[src/design/srr_pkg.sv]
package srr_pkg;

  localparam int SEQ_W  = 3;
  localparam int DATA_W = 64;

  localparam logic KIND_DATA = 1'b0;
  localparam logic KIND_ACK  = 1'b1;

endpackage

[src/design/srr_ram.sv]
module srr_ram #(
  parameter int WIDTH = 64,
  parameter int DEPTH = 4
) (
  input  logic                                     clk_i,
  input  logic                                     we_i,
  input  logic [(DEPTH > 1 ? $clog2(DEPTH) : 1)-1:0] waddr_i,
  input  logic [WIDTH-1:0]                         wdata_i,
  input  logic                                     re_i,
  input  logic [(DEPTH > 1 ? $clog2(DEPTH) : 1)-1:0] raddr_i,
  output logic [WIDTH-1:0]                         rdata_o
);

  logic [WIDTH-1:0] mem_q [DEPTH];
  logic [WIDTH-1:0] rdata_q;

  always_ff @(posedge clk_i) begin
    if (we_i) begin
      mem_q[waddr_i] <= wdata_i;
    end
    if (re_i) begin
      rdata_q <= mem_q[raddr_i];
    end
  end

  assign rdata_o = rdata_q;

endmodule

[src/design/selective_repeat_receiver_unit.sv]
// A packet with a bad checksum is accepted and gives nothing.
// A good packet gives its ack from S_CHECK once nothing is buffered in order and
// the output is free; each in-order delivery before it goes S_CHECK (payload RAM
// read issued), then S_READ (data word loaded into the output) and back to S_CHECK.
// Reset clears the window base, the head pointer, the slot filled bits and the
// output valid; the payload RAM is not cleared.
module selective_repeat_receiver_unit
  import srr_pkg::*;
#(
  parameter int SEQ_SPACE    = 8,
  parameter int WINDOW_SIZE  = 4,
  parameter int PAYLOAD_BITS = 64
) (
  input  logic              clk_i,
  input  logic              rst_ni,
  input  logic              in_valid_i,
  output logic              in_ready_o,
  input  logic [SEQ_W-1:0]  seq_num_i,
  input  logic              checksum_ok_i,
  input  logic [DATA_W-1:0] payload_i,
  output logic              out_valid_o,
  input  logic              out_ready_i,
  output logic              kind_o,
  output logic [DATA_W-1:0] data_o,
  output logic [SEQ_W-1:0]  ack_num_o,
  output logic              last_o
);

  localparam int BW = (SEQ_SPACE > 2) ? $clog2(SEQ_SPACE) : 1;
  localparam int SW = ((BW > SEQ_W) ? BW : SEQ_W) + 1;
  localparam int IW = (WINDOW_SIZE > 1) ? $clog2(WINDOW_SIZE) : 1;
  localparam int PW = IW + 1;

  typedef enum logic [1:0] {
    S_IDLE,
    S_CHECK,
    S_READ
  } state_e;

  state_e                  state_q;
  logic [BW-1:0]           base_q;
  logic [IW-1:0]           hp_q;
  logic [WINDOW_SIZE-1:0]  filled_q;
  logic [SEQ_W-1:0]        seq_q;
  logic                    out_valid_q;
  logic                    kind_q;
  logic [DATA_W-1:0]       data_q;
  logic [SEQ_W-1:0]        ack_q;
  logic                    last_q;

  logic [SW-1:0]           seq_red;
  logic [SW-1:0]           off_sum;
  logic [SW-1:0]           offset;
  logic                    in_win;
  logic [PW-1:0]           phys_sum;
  logic [IW-1:0]           phys;
  logic                    in_acc;
  logic                    store;
  logic                    out_free;
  logic                    out_load;
  logic                    head_full;
  logic                    ram_we;
  logic                    ram_re;
  logic [PAYLOAD_BITS-1:0] ram_rdata;
  logic [BW-1:0]           base_inc;
  logic [IW-1:0]           hp_inc;

  // reduce the sequence number into the space, then offset from the base
  always_comb begin
    seq_red = SW'(seq_num_i);
    for (int k = 0; k < 4; k++) begin
      if (seq_red >= SW'(SEQ_SPACE)) begin
        seq_red = seq_red - SW'(SEQ_SPACE);
      end
    end
    off_sum = seq_red + SW'(SEQ_SPACE) - SW'(base_q);
    offset  = (off_sum >= SW'(SEQ_SPACE)) ? off_sum - SW'(SEQ_SPACE) : off_sum;
  end

  assign in_win   = 32'(offset) < WINDOW_SIZE;
  // only meaningful inside the window, where offset < WINDOW_SIZE
  assign phys_sum = PW'(hp_q) + PW'(offset);
  assign phys     = (phys_sum >= PW'(WINDOW_SIZE)) ?
                    IW'(phys_sum - PW'(WINDOW_SIZE)) : IW'(phys_sum);

  assign in_ready_o = (state_q == S_IDLE);
  assign in_acc     = in_valid_i && in_ready_o;
  assign store      = in_acc && checksum_ok_i && in_win && !filled_q[phys];
  assign out_free   = !out_valid_q || out_ready_i;
  assign head_full  = filled_q[hp_q];
  assign out_load   = out_free &&
                      ((state_q == S_CHECK && !head_full) || state_q == S_READ);

  assign ram_we = store;
  assign ram_re = (state_q == S_CHECK) && head_full;

  assign base_inc = (base_q == BW'(SEQ_SPACE - 1)) ? '0 : base_q + 1'b1;
  assign hp_inc   = (hp_q == IW'(WINDOW_SIZE - 1)) ? '0 : hp_q + 1'b1;

  srr_ram #(
    .WIDTH (PAYLOAD_BITS),
    .DEPTH (WINDOW_SIZE)
  ) u_slot_ram (
    .clk_i   (clk_i),
    .we_i    (ram_we),
    .waddr_i (phys),
    .wdata_i (payload_i[PAYLOAD_BITS-1:0]),
    .re_i    (ram_re),
    .raddr_i (hp_q),
    .rdata_o (ram_rdata)
  );

  always_ff @(posedge clk_i or negedge rst_ni) begin
    if (!rst_ni) begin
      state_q     <= S_IDLE;
      base_q      <= '0;
      hp_q        <= '0;
      filled_q    <= '0;
      out_valid_q <= 1'b0;
    end else begin
      if (out_load) begin
        out_valid_q <= 1'b1;
      end else if (out_ready_i) begin
        out_valid_q <= 1'b0;
      end
      unique case (state_q)
        S_IDLE: begin
          if (in_acc && checksum_ok_i) begin
            seq_q   <= seq_num_i;
            state_q <= S_CHECK;
            if (store) begin
              filled_q[phys] <= 1'b1;
            end
          end
        end
        S_CHECK: begin
          if (head_full) begin
            // slot read issued now; retire it and slide the window
            filled_q[hp_q] <= 1'b0;
            hp_q           <= hp_inc;
            base_q         <= base_inc;
            state_q        <= S_READ;
          end else if (out_free) begin
            kind_q      <= KIND_ACK;
            data_q      <= '0;
            ack_q       <= seq_q;
            last_q      <= 1'b1;
            state_q     <= S_IDLE;
          end
        end
        S_READ: begin
          if (out_free) begin
            kind_q      <= KIND_DATA;
            data_q      <= DATA_W'(ram_rdata);
            ack_q       <= '0;
            last_q      <= 1'b0;
            state_q     <= S_CHECK;
          end
        end
        default: begin
          state_q <= S_IDLE;
        end
      endcase
    end
  end

  assign out_valid_o = out_valid_q;
  assign kind_o      = kind_q;
  assign data_o      = data_q;
  assign ack_num_o   = ack_q;
  assign last_o      = last_q;

  a_bad_pkt_idle: assert property (@(posedge clk_i) disable iff (!rst_ni)
    in_acc && !checksum_ok_i |=> state_q == S_IDLE)
    else $error("corrupt packet left the idle state");

  a_no_rw_overlap: assert property (@(posedge clk_i) disable iff (!rst_ni)
    !(ram_we && ram_re))
    else $error("slot RAM written and read in the same cycle");

  a_store_marks: assert property (@(posedge clk_i) disable iff (!rst_ni)
    ram_we |=> state_q == S_CHECK && filled_q != '0)
    else $error("stored packet not marked as filled");

  a_window_hold: assert property (@(posedge clk_i) disable iff (!rst_ni)
    state_q != S_CHECK |=> $stable(base_q) && $stable(hp_q))
    else $error("window moved outside the drain check");

  a_idle_head_empty: assert property (@(posedge clk_i) disable iff (!rst_ni)
    state_q == S_IDLE |-> !head_full)
    else $error("in-order slot left undelivered at idle");

endmodule
[config.mk]
export PLATFORM = sky130hd
export DESIGN_NAME = selective_repeat_receiver_unit
export DESIGN_NICKNAME = d
export VERILOG_FILES = /design/src/design/srr_pkg.sv /design/src/design/srr_ram.sv /design/src/design/selective_repeat_receiver_unit.sv
export SDC_FILE = /design/constraint.sdc
export NUM_CORES = 1
export LEC_CHECK = 0
export ABC_AREA = 0
export ABC_CLOCK_PERIOD_IN_PS = 19200
export BUFFER_PORTS_ARGS = -buffer_cell sky130_fd_sc_hd__clkbuf_2
export CAP_MARGIN = 20
export CORE_ASPECT_RATIO = 1.75
export CORE_MARGIN = 2
export CORE_UTILIZATION = 40
export CTS_CLUSTER_DIAMETER = 50
export CTS_CLUSTER_SIZE = 16
export DETAILED_ROUTE_END_ITERATION = 8
export GPL_TIMING_DRIVEN = 0
export HOLD_SLACK_MARGIN = 0.03
export PLACE_DENSITY = 0.64
export SYNTH_ARGS = -nofsm -noshare
export SYNTH_HDL_FRONTEND = slang
export SYNTH_HIERARCHICAL = 1
export SYNTH_SLANG_ARGS = --single-unit
[constraint.sdc]
create_clock -name clk_i -period 19.2 [get_ports clk_i]
set_input_delay 1.92 -clock clk_i [delete_from_list [all_inputs] [get_ports clk_i]]
set_output_delay 1.92 -clock clk_i [all_outputs]
set_load 0.02 [all_outputs]
# Word level (Yosys, flattened, before mapping)
# Memory sizes are Yosys's and may differ from the RTL's. A register that Yosys moved wholly into a read port is not among the register bits.
# Cells that the tools add are included.
# W data, S select, Z words.
dict set report totals {
  ram_bits 256
  mem_count 1
  ff_bits 83
  out_inout_bits 71
  in_bits 72
}
# name words word_bits read_ports rd_ports_with_merged_regs wr line_no
set mem_list {}
lappend mem_list {u_slot_ram.mem_q 4 64 1 1 1 srr_ram.sv:14} ;# logic [WIDTH-1:0] mem_q [DEPTH];
dict set report op_classes {
  magnitude_cmp 7
  bitwise 3
  reduce_logical 23
  mux 37
  n_eq_ne 11
  addsub 7
}
# op n
set ops {}
lappend ops {{$mux W64} 3}
lappend ops {{$pmux W64 S2} 1}
lappend ops {{$mux W4} 4}
lappend ops {{$mux W2} 6}
lappend ops {{$mux W3} 4}
lappend ops {{$mux W1} 11}
lappend ops {{$logic_and A1 B1 Y1} 9}
lappend ops {{$ne A2 B2 Y1 const B} 4}
lappend ops {{$pmux W4 S2} 1}
lappend ops {{$lt A2 B3 Y1 const B} 2}
lappend ops {{$pmux W2 S3} 1}
lappend ops {{$pmux W3 S2} 1}
lappend ops {{$reduce_and A3 Y1} 2}
lappend ops {{$reduce_bool A2 Y1} 3}
lappend ops {{$reduce_and A5 Y1} 1}
lappend ops {{$add A3 B4 Y4 const B} 1}
lappend ops {{$and A4 B4 Y4} 1}
lappend ops {{$bmux W1 S2} 2}
lappend ops {{$demux W1 S2} 2}
lappend ops {{$eq A2 B2 Y1 const B} 2}
lappend ops {{$ge A2 B1 Y1 const B} 2}
lappend ops {{$ge A4 B4 Y1 const B} 1}
lappend ops {{$lt A4 B3 Y1 const B} 1}
lappend ops {{$ne A2 B1 Y1 const B} 2}
lappend ops {{18 further kinds} 21}

# Longest topological paths before layout
# Gate-level depths: netlist (run 1).
dict set report depth {
  word_depth 15
  ltp_mapped 9
  depth_no_buf 9
}

# Cells and area by module
# Netlist (run 1), hierarchy kept.
# module instances cells_per_inst area_per_inst_um2
set modules_own_cells {}
lappend modules_own_cells {srr_ram 1 402 11263.3}
lappend modules_own_cells {selective_repeat_receiver_unit 1 228 3495.9}

# Least setup slack after synthesis (run 1)
# OpenSTA, ideal clock, no wires.
dict set report synth_timing {
  path_kind {input to register}
  startpoint {input port seq_num_i[0]}
  endpoint {memory u_slot_ram.mem_q[0][0], enable pin}
  path_slack_ns 10.645
  required_time_ns 18.622
  path_stages 8
  n_path_buf 0
  t_arrival_ns 7.977
  cell_sequence {inv_1 -> ha_1 -> inv_1 -> ha_1 -> mux2i_1 -> o2111ai_4 -> nor2_1 -> nor3b_1}
}
dict set report synth_via {
  elab_chain_cells 13
  word_cells_on_any_way 17
  classes_between {add/sub: 5; order compare: 3; mux: 6; reduce/logical: 3}
}
# item line_no
set synth_rtl {}
lappend synth_rtl {{from (decl)} selective_repeat_receiver_unit.sv:18} ;# input logic [SEQ_W-1:0] seq_num_i,
lappend synth_rtl {{$add A3 B4 Y4 (*)} selective_repeat_receiver_unit.sv:76} ;# off_sum = seq_red + SW'(SEQ_SPACE) - SW'(base_q);
lappend synth_rtl {{$sub A4 B3 Y4 (*)} selective_repeat_receiver_unit.sv:76}
lappend synth_rtl {{$sub A4 B4 Y4 / $ge A4 B4 Y1 (equally long branches)} selective_repeat_receiver_unit.sv:77} ;# offset = (off_sum >= SW'(SEQ_SPACE)) ? off_sum - SW'(SEQ_SPACE) : off_sum;
lappend synth_rtl {{$mux W4 (*)} selective_repeat_receiver_unit.sv:77}
lappend synth_rtl {{$add A2 B3 Y3 (*)} selective_repeat_receiver_unit.sv:82} ;# assign phys_sum = PW'(hp_q) + PW'(offset);
lappend synth_rtl {{$ge A3 B3 Y1 / $sub A2 B1 Y2 (equally long branches)} {selective_repeat_receiver_unit.sv:83, selective_repeat_receiver_unit.sv:84}}
lappend synth_rtl {{$mux W2 (*)} selective_repeat_receiver_unit.sv:83} ;# assign phys = (phys_sum >= PW'(WINDOW_SIZE)) ?
lappend synth_rtl {{net phys[0]} selective_repeat_receiver_unit.sv:56} ;# logic [IW-1:0] phys;
lappend synth_rtl {{$bmux W1 S2 (*)} selective_repeat_receiver_unit.sv:88} ;# assign store = in_acc && checksum_ok_i && in_win && !filled_q[phys];
lappend synth_rtl {{$mux W1 (not written as such) (*)} selective_repeat_receiver_unit.sv:88}
lappend synth_rtl {{$logic_not A1 Y1 (*)} selective_repeat_receiver_unit.sv:88}
lappend synth_rtl {{$logic_and A1 B1 Y1 (*)} selective_repeat_receiver_unit.sv:88}
lappend synth_rtl {{net ram_we} selective_repeat_receiver_unit.sv:62} ;# logic ram_we;
lappend synth_rtl {{$mux W1 (*)} srr_ram.sv:18} ;# if (we_i) begin
lappend synth_rtl {{$mux W1 (not written as such) (*)} srr_ram.sv:19} ;# mem_q[waddr_i] <= wdata_i;
lappend synth_rtl {{to (decl)} srr_ram.sv:14}
# The timed path passes the listed nets; every way through them passes the cells marked *. The select of a mux whose other input is x is not followed.

# Worst setup path after layout (run 1)
dict set report layout_timing {
  startpoint {input port seq_num_i[0]}
  endpoint {memory u_slot_ram.mem_q[1][27], enable pin}
}
# Same word-level chain as after synthesis.

==> results.json, run 1 <==
{
  "slew_headroom_pct": 44.5,
  "async_flop_share_pct": 2.98,
  "via_per_inst": 4.89,
  "synth_seq_area_share_pct": 81.6,
  "port_buffers": 142,
  "die_w_um": 149,
  "p_sw_share_pct": 27.1,
  "synth_top_area_share_pct": 79.6,
  "switching_power_mw": 0.646,
  "clockRootBuffer": "clkbuf_16",
  "cp_max_fo": 38,
  "core-area_um2": 36700,
  "worst_pin_slew_ps": 832,
  "crit_arrival_ps": 4660,
  "ios": 143,
  "holdBufCountCts": 0,
  "synth_ff_type": "edfxtp_1",
  "period_needed_ps": 4410,
  "num_rows": 93,
  "die_h_um": 258,
  "dp_hpwl_um": 16700,
  "drive_gt1_share_pct": 34.3,
  "netlist_instances": 630,
  "fmax_mhz": 227,
  "avgSynthCellArea_um2": 23.4,
  "grt_pass1_wl_um": 40300,
  "power_frac_seq_pct": 49.9,
  "antenna_cells": 0,
  "synth_nets": 711,
  "cts_buffers": 31,
  "syn-cell-area_um2": 14800,
  "cts_buffer_depth": 3,
  "setup_viol": 0,
  "postRouteAntennaNets": 0,
  "drt-total-wl_um": 26500,
  "cts_sinks": 403,
  "dr.pass1.iters": 4,
  "drc": 0,
  "p_per_area_nw_per_um2": 138,
  "tns_ps": 0,
  "ctsResizeCount": 0,
  "worst_hold_slack_ps": 517,
  "combPwrFrac_pct": 23.7,
  "clk_pin_slew_ps": 70,
  "period_share_pct": 22.9,
  "end_kind": "register",
  "rsz0062_at_grt": "false",
  "ys_types": 40,
  "yosysMostFrequentCell": "edfxtp_1",
  "cp.required_ps": 19450,
  "finalHoldViolCount": 0,
  "synth-seq-cells": 403,
  "ir_worst_vdd_uv": 89.8,
  "fin_cells": 1318,
  "post_cts_buffers": 0,
  "grt-ovfl-total": 0,
  "cts_tree": "done",
  "holdCritPathClass": "reg2reg",
  "outcome": "completed",
  "area_growth_pct": 17.2,
  "power_frac_clock_pct": 26.3,
  "grt_usage_pct": 14.0,
  "htreeDepth": 1,
  "fin_nets": 899,
  "vias": 6445,
  "synth_area_leaders": "edfxtp_1 (80%), mux4_2 (9.2%), and2_1 (2.8%), dfrtp_1 (2.0%), buf_12 (0.81%)",
  "yosys_warnings": 6,
  "grt_max_degree": 46,
  "synth_common_cells": "edfxtp_1 (391), and2_1 (67), mux4_2 (60), dfrtp_1 (12)",
  "internal_power_mw": 1.74,
  "wl_per_cell_um": 20.1,
  "cellLeakagePower_nw": 5.88,
  "first_global_vias": 6900,
  "drt_iter0_drc": 285,
  "start_util_pct": 40.3,
  "total_power_mw": 2.39,
  "crit_type": "in2reg",
  "dp.cells": 1260,
  "skew_ps": 15.7,
  "cp-start-kind": "input pin",
  "yosysTopAreaCell": "edfxtp_1",
  "antenna_found_initial": 4,
  "die-area_um2": 38500,
  "final_max_slew_viol_count": 0,
  "clk_latency_ps": 560,
  "drv_cap": 0,
  "globalplace.congestion": 0.760,
  "synth_edf_count": 391
}
-- metal layers --
metal | track usage, % | part of all wire (%) | routed length (um)
met1 | 16.2 | 38 | 10100
met2 | 26.0 | 55 | 14500
met3 | 2.74 | 4.8 | 1290
met4 | 4.23 | 2.3 | 605
met5 | 0 | 0.21 | 56
-- logic make-up after synthesis --
family	synth area share, %
adders and majority gates	0.814
AOI/OAI and AO/OA	0.941
DFF	81.6
buffers and inverters	1.61
xor gates and xnor gates	0.322
muxes	10.9
and+or+nand+nor	3.87
-- cell usage in the layout (no fill, tap or decap), types with 6 or more instances in the layout --
cell type	count
clkbuf_1	25
ha_1	8
buf_2	6
edfxtp_1	391
buf_6	9
clkbuf_16	34
dfrtp_1	12
inv_1	8
mux4_2	60
and2_1	67
a21oi_1	7
nand2b_1	6
buf_12	8
clkbuf_2	143
-- sequential cells by signal, summed over array words and instances, names as in the netlist --
register	count
u_slot_ram/mem_q	256
base_q	3
state_q	2
data_o	64
filled_q	4
last_o	1
hp_q	2
ack_num_o	3
out_valid_o	1
u_slot_ram/rdata_o	64
seq_q	3
-- power groups by stage --
stage                     Sequential [mW]  Clock (mW)  Combinational [mW]
after floorplan                      1.25           0               0.363
after global placement               1.23           0               0.550
after detailed placement             1.21           0               0.582
after CTS                            1.19       0.648               0.584
after global routing                 1.21       0.680               0.616
final                                1.19       0.628               0.567
-- worst max-delay path, cell delays in order --
cell	delay, ps
clkbuf_2	90
inv_1	40
ha_1	260
inv_1	40
ha_1	480
mux2i_1	320
o2111ai_4	150
nor2_1	240
and3b_4	780
buf_12	300
-- per-stage QoR --
| stage | setup slack, ps | area [um^2] | util (%) |
|---|---|---|---|
| after floorplan | 10640 | 14800 | - |
| after global placement | 5710 | 16100 | 43.8 |
| after detailed placement | 14190 | 16300 | 44.5 |
| after CTS | 14800 | 17300 | 47.2 |
| after global routing | 14610 | 17300 | 47.2 |
| final | 14790 | 17300 | 47.2 |
-- layout make-up --
class	instances	area (um^2)
Sequential cell	403	12000
Clock buffer	52	918
Tap cell	475	594
Fill cell	3046	19400
Inverter	10	40.0
Clock inverter	6	76.3
Buffer	22	200
Timing Repair Buffer	155	923
Multi-Input combinational cell	195	2500
-- path summary, 6_finish.rpt --
kind                       slack, ps  cells past startpoint                                 to                             start
max                            14790                     10  u_slot_ram/mem_q[1][27]$_DFFE_PP_                      seq_num_i[0]
min                              520                      1           data_o[39]$_SDFFCE_PN0P_  u_slot_ram/rdata_o[39]$_DFFE_PP_
max reg2reg                    15840                      8  u_slot_ram/mem_q[1][27]$_DFFE_PP_             base_q[0]$_DFFE_PN0P_
min reg2reg                      520                      1           data_o[39]$_SDFFCE_PN0P_  u_slot_ram/rdata_o[39]$_DFFE_PP_
max in group asynchronous      17670                      1            filled_q[1]$_DFFE_PN0P_                            rst_ni
min in group asynchronous       1250                      1              base_q[0]$_DFFE_PN0P_                            rst_ni
Power figures use the tool's default switching activity.
==> run 2, diff against run 1 <==
ABC_CLOCK_PERIOD_IN_PS = 4000   (was 19200)
PLACE_DENSITY = 0.66   (was 0.64)
clock period = 4 ns   (was 19.2 ns; I/O delays follow)
==> run 2 against run 1 <==
Compared with the run above:
- cell area is 0.61% higher
- clock power rose to 5.0 times the previous value
- register-to-register slack worse by 15000 ps
- total power increased to 4.9 times the previous value
- core utilization is 0.29 points higher
- sequential power rose to 4.8 times the previous value
- largest power group unchanged
- highest routed layer unchanged
==> results.json, run 2 (synthesis results as in run 1) <==
{
  "grt-ovfl-total": 0,
  "top_register": "u_slot_ram/mem_q",
  "setup_viol": 0,
  "clk_pin_slew_ps": 60,
  "period_share_pct": 85.4,
  "hold_path_depth": 1,
  "holdCritPathClass": "in2reg",
  "outcome": "completed",
  "drt-total-wl_um": 26800,
  "min_from": "seq_num_i[0]",
  "htreeDepth": 2,
  "clockRootBuffer": "clkbuf_16",
  "drv_cap": 0,
  "finalHoldViolCount": 0,
  "drc": 0,
  "die_h_um": 258,
  "start_util_pct": 40.3,
  "worstHoldEndpoint": "seq_q[0]$_DFFE_PP_",
  "final_common_cell": "edfxtp_1",
  "dp_hpwl_um": 16800,
  "final_max_slew_viol_count": 0,
  "drive_gt1_share_pct": 35.4,
  "drt_iter0_drc": 285,
  "place_area_um2": 16300,
  "design_area_um2": 17400,
  "cts_buffers": 34,
  "ff2ff_path_depth": 8,
  "first_global_vias": 7021,
  "r2r_end": "u_slot_ram/mem_q[1][29]$_DFFE_PP_",
  "worstReg2RegStart": "base_q[0]$_DFFE_PN0P_",
  "dp.cells": 1257,
  "cpMaxStageDelayCell": "and3b_4",
  "num_rows": 93,
  "worst_pin_slew_ps": 836,
  "clk_latency_ps": 520,
  "cp-start-kind": "register",
  "cts_tree": "done",
  "mostFrequentLayoutCells": "edfxtp_1 (391), clkbuf_2 (143), and2_1 (67)",
  "ios": 143,
  "skew_ps": 15.2,
  "p_per_area_nw_per_um2": 669,
  "path_cells": "ha_1 -> inv_1 -> ha_1 -> mux2i_1 -> o2111ai_4 -> nor2_1 -> and3b_4 -> buf_12",
  "crit_type": "reg2reg",
  "tns_ps": 0,
  "cts_buffer_depth": 3,
  "critPathMaxStageDelay_ps": 740,
  "cts_sinks": 403,
  "grt_max_degree": 44,
  "area_growth_pct": 17.9,
  "core-area_um2": 36700,
  "fin_cells": 1317,
  "period_needed_ps": 3420,
  "postRouteAntennaNets": 0,
  "rsz0062_at_grt": "false",
  "holdBufCountCts": 1,
  "cellLeakagePower_nw": 5.92,
  "largest_reg_flops": 256,
  "fin_nets": 900,
  "post_cts_buffers": 0,
  "port_buffers": 142,
  "cp_max_fo": 36,
  "end_kind": "register",
  "r2r_slack_ps": 580,
  "fmax_mhz": 293,
  "crit_arrival_ps": 3630,
  "globalplace.congestion": 0.752,
  "cp.required_ps": 4210,
  "via_per_inst": 4.87,
  "wl_per_cell_um": 20.4,
  "die-area_um2": 38500,
  "antenna_found_initial": 11,
  "ctsResizeCount": 0,
  "vias": 6418,
  "grt_usage_pct": 14.3,
  "crit_top_cell": "ha_1",
  "slew_headroom_pct": 44.3,
  "grt_pass1_wl_um": 40600,
  "die_w_um": 149,
  "ir_worst_vdd_uv": 484,
  "dr.pass1.iters": 4,
  "worst_hold_slack_ps": 90.4
}
## run 2: cell count changes in the layout (fill, tap and decap cells not counted), sizes merged
cell         change
diode            +8
clkinv           +4
buf              -3
dlygate4sd3      +1
clkbuf          -13
clkinvlp         +1
inv              +1
## run 2: worst max-delay path, delay by kind of cell (launching register included)
| kind | cells | cell delay (ps) |
|---|---|---|
| DFF | 1 | 420 |
| muxes | 1 | 350 |
| adders and majority gates | 2 | 800 |
| AOI/OAI and AO/OA | 1 | 160 |
| and+or+nand+nor | 2 | 1020 |
| buffers and inverters | 2 | 350 |
## run 2: worst max path at each step
stage | start | depth (start not counted) | to | slack [ps]
floorplan | seq_num_i[0] | 8 | u_slot_ram/mem_q[0][0]$_DFFE_PP_ | 90
global placement | seq_num_i[0] | 9 | u_slot_ram/mem_q[0][61]$_DFFE_PP_ | -1730
detailed placement | seq_num_i[0] | 10 | u_slot_ram/mem_q[1][27]$_DFFE_PP_ | 410
CTS | base_q[0]$_DFFE_PN0P_ | 8 | u_slot_ram/mem_q[1][51]$_DFFE_PP_ | 530
global route | base_q[0]$_DFFE_PN0P_ | 9 | u_slot_ram/mem_q[0][44]$_DFFE_PP_ | 340
finish | base_q[0]$_DFFE_PN0P_ | 8 | u_slot_ram/mem_q[1][29]$_DFFE_PP_ | 580
## run 2: cell type report
| cell class | instances | area [um^2] |
|---|---|---|
| Clock inverter | 12 | 108 |
| Antenna cell | 8 | 20.0 |
| Multi-Input combinational cell | 195 | 2510 |
| Inverter | 10 | 40.0 |
| Tap cell | 475 | 594 |
| Buffer | 22 | 200 |
| Clock buffer | 39 | 933 |
| Timing Repair Buffer | 153 | 956 |
| Fill cell | 3009 | 19300 |
| Sequential cell | 403 | 12000 |
## run 2: report_power, final
group	internal, mW	leakage (nW)	switching, mW
sequential	5.52	3.70	0.210
combinational	1.21	1.71	1.53
clock	1.74	0.512	1.42
total	8.47	5.92	3.16
## run 2: metrics by stage
| step | power [mW] | util [%] | setup WS (ps) |
|---|---|---|---|
| 2_1_floorplan | 7.74 | - | 88.5 |
| 3_3_place_gp | 8.53 | 43.9 | -1730 |
| 3_5_place_dp | 8.66 | 44.6 | 413 |
| 4_1_cts | 11.8 | 47.4 | 527 |
| 5_1_grt | 12.2 | 47.5 | 337 |
| 6_report | 11.6 | 47.5 | 584 |
## run 2: per-layer routing
layer  vias to the layer above  part of all wire [%]  global-route usage, %
li1                       2924                     -                      -
met1                      3283                    37                   15.8
met2                       144                    55                   25.6
met3                        61                   4.7                   3.02
met4                         6                   3.7                   7.41
met5                         -                  0.15                      0
